### src/rtl/mbe_pkg.sv
`timescale 1ns / 1ps
// Shared types, widths, constants and helpers for the escape-time pixel core.
// Depends on nothing; everything else in rtl/ imports it.
package mbe_pkg;

  // fixed-point format: signed Q4.28
  localparam int FracBits = 28;
  localparam int ValW     = FracBits + 4;
  localparam int IntBits  = ValW - FracBits;
  localparam int ProdW    = 2 * ValW;

  // channel and register widths
  localparam int ColW    = 12;
  localparam int CfgW    = 13;
  localparam int LimitW  = 10;
  localparam int ColorW  = 8;
  localparam int CfgIdxW = 2;

  // coordinate arithmetic widths
  localparam int NumXW = 19;
  localparam int DenXW = 17;
  localparam int TW    = 14;
  localparam int PhW   = 27;
  localparam int PwW   = 26;
  localparam int NumW  = 33;
  localparam int DenW  = 31;
  localparam int RemW  = DenW + 1;

  // one divider cell per quotient bit
  localparam int CellCount = ValW;

  // coordinate mapping constants: cx from -2.3 to 1.0, span 3.3
  localparam int CxScale   = 33;
  localparam int CxOffset  = 23;
  localparam int DenXScale = 10;
  localparam int NumYScale = 33;
  localparam int DenYScale = 20;
  localparam int MinSide   = 2;

  // register map
  localparam logic [CfgIdxW-1:0] RegImageWidth  = 2'd0;
  localparam logic [CfgIdxW-1:0] RegImageHeight = 2'd1;
  localparam logic [CfgIdxW-1:0] RegIterLimit   = 2'd2;

  localparam logic [CfgW-1:0]   WidthReset  = 13'd1433;
  localparam logic [CfgW-1:0]   HeightReset = 13'd1024;
  localparam logic [LimitW-1:0] LimitReset  = 10'd100;

  // saturation bounds and the escape radius squared
  localparam logic signed [ValW-1:0] VMax = {1'b0, {(ValW - 1){1'b1}}};
  localparam logic signed [ValW-1:0] VMin = {1'b1, {(ValW - 1){1'b0}}};
  localparam logic [ValW:0]          Four = (ValW + 1)'(1) << (FracBits + 2);

  // colour palette, packed as {red, green, blue}
  localparam int PaletteSize = 16;
  localparam int PalIdxW     = $clog2(PaletteSize);
  localparam logic [3*ColorW-1:0] Palette [PaletteSize] = '{
    24'h421E0F, 24'h19071A, 24'h09012F, 24'h040449,
    24'h000764, 24'h0C2C8A, 24'h1852B1, 24'h397DD1,
    24'h86B5E5, 24'hD3ECF8, 24'hF1E9BF, 24'hF8C95F,
    24'hFFAA00, 24'hCC8000, 24'h995700, 24'h6A3403
  };

  // divide request: signed numerator over positive denominator
  typedef struct packed {
    logic                   valid;
    logic                   sel_y;
    logic signed [NumW-1:0] num;
    logic [DenW-1:0]        den;
  } mbe_div_req_t;

  // divide result, already in Q4.28 and saturated
  typedef struct packed {
    logic                   valid;
    logic                   sel_y;
    logic signed [ValW-1:0] value;
  } mbe_div_res_t;

  // state carried from one divider cell to the next
  typedef struct packed {
    logic            valid;
    logic            sel_y;
    logic            neg;
    logic            ovf;
    logic [DenW-1:0] den;
    logic [RemW-1:0] rem;
    logic [ValW-1:0] qd;
  } mbe_cell_t;

  // clamp a wide signed value into the Q4.28 range
  function automatic logic signed [ValW-1:0] sat_val(input logic signed [ProdW-1:0] v);
    logic signed [ValW-1:0] res;
    if (v > ProdW'(VMax)) begin
      res = VMax;
    end else if (v < ProdW'(VMin)) begin
      res = VMin;
    end else begin
      res = v[ValW-1:0];
    end
    return res;
  endfunction

endpackage

### src/rtl/mbe_div_cell.sv
`timescale 1ns / 1ps
// One restoring-division step: shift in a dividend bit, trial subtract, emit a quotient bit.
// Depends on mbe_pkg for the cell struct.
module mbe_div_cell import mbe_pkg::*; (
  input  logic      clk_i,
  input  logic      rst_ni,
  input  mbe_cell_t cell_i,
  output mbe_cell_t cell_o
);

  logic [RemW-1:0] shifted;
  logic [RemW-1:0] den_ext;
  logic            ge;
  logic            valid_q;
  mbe_cell_t       data_q;
  mbe_cell_t       data_d;

  // trial subtract against the denominator
  always_comb begin
    shifted = {cell_i.rem[RemW-2:0], cell_i.qd[ValW-1]};
    den_ext = RemW'(cell_i.den);
    ge      = shifted >= den_ext;
    data_d  = cell_i;
    data_d.rem = ge ? shifted - den_ext : shifted;
    data_d.qd  = {cell_i.qd[ValW-2:0], ge};
  end

  // control bit
  always_ff @(posedge clk_i or negedge rst_ni) begin
    if (!rst_ni) begin
      valid_q <= 1'b0;
    end else begin
      valid_q <= cell_i.valid;
    end
  end

  // payload moves every cycle
  always_ff @(posedge clk_i) begin
    data_q <= data_d;
  end

  always_comb begin
    cell_o       = data_q;
    cell_o.valid = valid_q;
  end

endmodule

### src/rtl/mbe_div_chain.sv
`timescale 1ns / 1ps
// Pipelined fixed-point divider: a row of mbe_div_cell stages, one quotient bit each.
// Depends on mbe_pkg and mbe_div_cell; returns floor(num * 2^FracBits / den) saturated.
module mbe_div_chain import mbe_pkg::*; (
  input  logic         clk_i,
  input  logic         rst_ni,
  input  mbe_div_req_t req_i,
  output mbe_div_res_t res_o
);

  logic [NumW-1:0]         abs_num;
  logic [ValW-1:0]         mag;
  mbe_cell_t               link [CellCount+1];
  mbe_cell_t               tail;
  logic                    lost;
  logic [ValW:0]           mag_r;
  logic signed [ProdW-1:0] wide;
  logic signed [ValW-1:0]  value_d;
  logic                    res_valid_q;
  logic                    res_sel_q;
  logic signed [ValW-1:0]  res_value_q;

  // front end: sign and magnitude, integer-part overflow, first remainder
  always_comb begin
    abs_num = req_i.num[NumW-1] ? NumW'(-req_i.num) : NumW'(req_i.num);
    mag     = abs_num[ValW-1:0];
    link[0].valid = req_i.valid;
    link[0].sel_y = req_i.sel_y;
    link[0].neg   = req_i.num[NumW-1];
    link[0].ovf   = RemW'(mag[ValW-1:IntBits]) >= RemW'(req_i.den);
    link[0].den   = req_i.den;
    link[0].rem   = RemW'(mag[ValW-1:IntBits]);
    link[0].qd    = {mag[IntBits-1:0], FracBits'(0)};
  end

  // the cell row
  for (genvar k = 0; k < CellCount; k++) begin : g_cell
    mbe_div_cell u_cell (
      .clk_i  (clk_i),
      .rst_ni (rst_ni),
      .cell_i (link[k]),
      .cell_o (link[k+1])
    );
  end

  // back end: round toward minus infinity for negatives, then saturate
  always_comb begin
    tail  = link[CellCount];
    lost  = tail.rem != '0;
    mag_r = {1'b0, tail.qd} + (ValW + 1)'(tail.neg & lost);
    wide  = tail.neg ? -ProdW'(mag_r) : ProdW'(mag_r);
    if (tail.ovf) begin
      value_d = tail.neg ? VMin : VMax;
    end else begin
      value_d = sat_val(wide);
    end
  end

  always_ff @(posedge clk_i or negedge rst_ni) begin
    if (!rst_ni) begin
      res_valid_q <= 1'b0;
    end else begin
      res_valid_q <= tail.valid;
    end
  end

  always_ff @(posedge clk_i) begin
    res_sel_q   <= tail.sel_y;
    res_value_q <= value_d;
  end

  assign res_o.valid = res_valid_q;
  assign res_o.sel_y = res_sel_q;
  assign res_o.value = res_value_q;

endmodule

### config.mk
export PLATFORM = sky130hd
export DESIGN_NAME = mbe_div_chain
export DESIGN_NICKNAME = d
export VERILOG_FILES = /design/src/rtl/mbe_pkg.sv /design/src/rtl/mbe_div_cell.sv /design/src/rtl/mbe_div_chain.sv
export SDC_FILE = /design/constraint.sdc
export NUM_CORES = 2
export LEC_CHECK = 0
export BUFFER_PORTS_ARGS = -buffer_cell sky130_fd_sc_hd__buf_2
export CORE_UTILIZATION = 55
export DETAILED_ROUTE_END_ITERATION = 8
export PLACE_DENSITY = 0.71
export SYNTH_ARGS = -nofsm -noshare
export SYNTH_HDL_FRONTEND = slang
export SYNTH_SLANG_ARGS = --single-unit
### constraint.sdc
create_clock -name clk_i -period 6.1 [get_ports clk_i]
set_clock_uncertainty 0.2 [all_clocks]
set_input_delay 1.22 -clock clk_i [delete_from_list [all_inputs] [get_ports clk_i]]
set_output_delay 1.22 -clock clk_i [all_outputs]
set_load 0.1 [all_outputs]
==> impl_metrics.toml <==
[setup_path]
cp.arrival_ns = 6.03
crit_path_cell_trace = "nor4_1 > nand4_1 > nor2_1 > nor2_1 > ha_1 > ha_1 > nand4_1 > nor3_2 > a21boi_0 > nor4b_2 > nor4b_2 > nand3_2 > a32oi_2 > a21o_1 > o221ai_1"
crit_family = "simple AND/OR/NAND/NOR gates"
critical_path.max_stage_delay_ns = 0.75
reg2reg_from = "g_cell[31].u_cell.cell_o[48]$_DFF_P_"
worst-path-stages = 15
worstReg2RegEnd = "res_value_q[29]$_DFF_P_"
critPathBufInv = 0
crit_slowest_cell = "a32oi_2"
cp.required_ns = 6.64
regToRegSetupSlack_ns = 0.61
endpoint_kind = "flip-flop"
path_class = "reg -> reg"
crit_fanout = 16
r2r_cells = 15
start_kind = "flip-flop"

[job]
maxCapViolCount = 0

[synth]
ys_ff_latch = 2650
ys_warn_count = 0
synth_top_area_share = 0.443
ys_top_cells_by_area = "dfxtp_1 44%, ha_1 11%, mux2_2 4.5%"
synth.distinct_cells = 98
ys_seq_area_frac = 0.450
synth_ff_type = "dfxtp_1"
async_reset_ff_frac = 0.0125
synth_top_area_cell = "dfxtp_1"
netlist_instances = 12421
netlist_area_um2 = 118000
avgSynthCellArea_um2 = 9.53
synth-edff-count = 0
synth_nets = 13543

[timing]
max_freq_mhz = 182
whs_ns = 0.0791
drv_slew = 0
slew_headroom = 0.129
fin_crit_sh = 0.900
setup_viol = 0
rsz0062_at_grt = "false"
hold_viol = 0
finalCriticalPeriod_ns = 5.49
tightest_slew_ns = 1.27

[drt]
vias = 88535
dr.pass1.iters = 8
wl_mm = 292
viasPerCell = 5.62
drt_iter0_markers = 6901
route.detailed.drc = 0
ant_nets = 0
routedWlPerCell_um = 18.5

[clocking]
cts_resized = 0
cts_tree = "yes"
path_clk_slew_ns = 0.06
clockBufferDepth = 4
cts_root_buf = "clkbuf_16"
cts-hold-fix-buffers = 0
clkLatencyLatePin_ns = 0.94
cts_sinks = 2650
cts_setup_buffers = 0
ctsHtreeMaxLevel = 5
cts_buffers = 294

[floorplan]
die_area_um2 = 217000
dieWidth_um = 466
core-area_um2 = 213000
ios = 102
initial_core_util = 0.556
rows = 169
dieHeight_um = 466

[min_path]
hold_depth = 0
hp-start = "g_cell[12].u_cell.cell_o[3]$_DFF_P_"
hold_path.class = "reg -> reg"
holdPathEnd = "g_cell[13].u_cell.cell_o[4]$_DFF_P_"

[global_routing]
grt_pass1_wl_mm = 461
grt_max_degree = 61
antenna_found_initial = 8
overflow = 0
first_global_vias = 86570
grt_usage = 0.262

[placement]
dp_hpwl_mm = 225
io_buffers = 101
placed_area_um2 = 123000
gp_congestion = 0.963
place_inst = 15250

[power]
p_leak_uw = 0.0612
p_per_area_nw_per_um2 = 641
peakVddDrop_mv = 0.401

[cells_and_area]
fin_area_um2 = 133000
layout_common_cells = "2617 x dfxtp_1, 1345 x inv_1, 1022 x ha_1"
fillCellCount = 17390
drive_gt1_frac = 0.100
fin_cells = 15765
final_common_cell = "dfxtp_1"
area_growth_pct = 12.0
nets = 13848

[outcome]
status = "finished, final reports clean"
## stage by stage
| step | setup slack, ns | util | total power [uW] | TNS, ns |
|---|---|---|---|---|
| 4_1_cts | 0.584 | 0.623 | 84900 | 0 |
| 6_report | 0.610 | 0.623 | 85000 | 0 |
| 2_1_floorplan | 0.458 | - | 56500 | 0 |
| 3_5_place_dp | -0.261 | 0.576 | 66400 | -6.80 |
| 5_1_grt | 0.139 | 0.623 | 90700 | 0 |
| 3_3_place_gp | -0.404 | 0.576 | 65400 | -11.11 |
## how the worst max path moves through the flow
stage | slack (ns) | endpoint | start
after detailed placement | -0.26 | g_cell[0].u_cell.cell_o[44]$_DFF_P_ | req_i[39]
after global routing | 0.14 | res_value_q[7]$_DFF_P_ | g_cell[31].u_cell.cell_o[59]$_DFF_P_
after CTS | 0.58 | res_value_q[29]$_DFF_P_ | g_cell[31].u_cell.cell_o[49]$_DFF_P_
final | 0.61 | res_value_q[29]$_DFF_P_ | g_cell[31].u_cell.cell_o[48]$_DFF_P_
after floorplan | 0.46 | g_cell[0].u_cell.cell_o[54]$_DFF_P_ | req_i[35]
after global placement | -0.40 | g_cell[0].u_cell.cell_o[60]$_DFF_P_ | req_i[39]
## sequential cells by signal (all words and copies together) (netlist names)
signal	cells
res_value_q	32
res_valid_q	1
res_sel_q	1
g_cell.u_cell.cell_o	2584
g_cell.u_cell.valid_q	32
## report_power, final
part / total (uW) / switching (uW) / internal (uW)
Clock: 17900 / 6920 / 10900
Combinational: 40400 / 22800 / 17700
Sequential: 26700 / 3360 / 23400
Total: 85000 / 33100 / 52000
## routing by layer
layer / global-route usage / vias to the layer above / share of wire
li1: - / 43700 / -
met1: 0.368 / 41778 / 0.47
met2: 0.412 / 2545 / 0.44
met3: 0.0427 / 512 / 0.062
met4: 0.0793 / 0 / 0.029
met5: 0 / - / 0
## cell usage after synthesis (326+ instances only)
cell and count:
a21o_1 411, a21oi_1 915, dfxtp_1 2617, ha_1 1022, inv_1 1345, mux2_2 471
nand2_1 762, nor2_1 713, o21ai_0 690, xnor2_1 533, xor2_1 326
## cell type report
class                           count  area [um^2]  area share
Inverter                         1346         5050      0.0381
Antenna cell                        6         15.0    0.000113
Sequential cell                  2650        53200       0.401
Timing Repair Buffer              225         1460      0.0110
Tap cell                         2821         3530      0.0266
Clock buffer                      416         8640      0.0651
Multi-Input combinational cell   8209        59500       0.449
Clock inverter                     92         1210     0.00912
## kinds of logic (layout without fill, tap and decap cells)
group	Yosys count	in the layout	share of synthesized area
xor+xnor	859	859	0.0636
simple gates	2721	2721	0.112
compound gates	3060	3060	0.163
other cells	0	6	0
mux	515	515	0.0486
flops	2650	2650	0.450
buf+inv	1562	2079	0.0500
fa+ha+maj	1054	1054	0.113
Note: power is estimated with default switching activity, not from simulation.
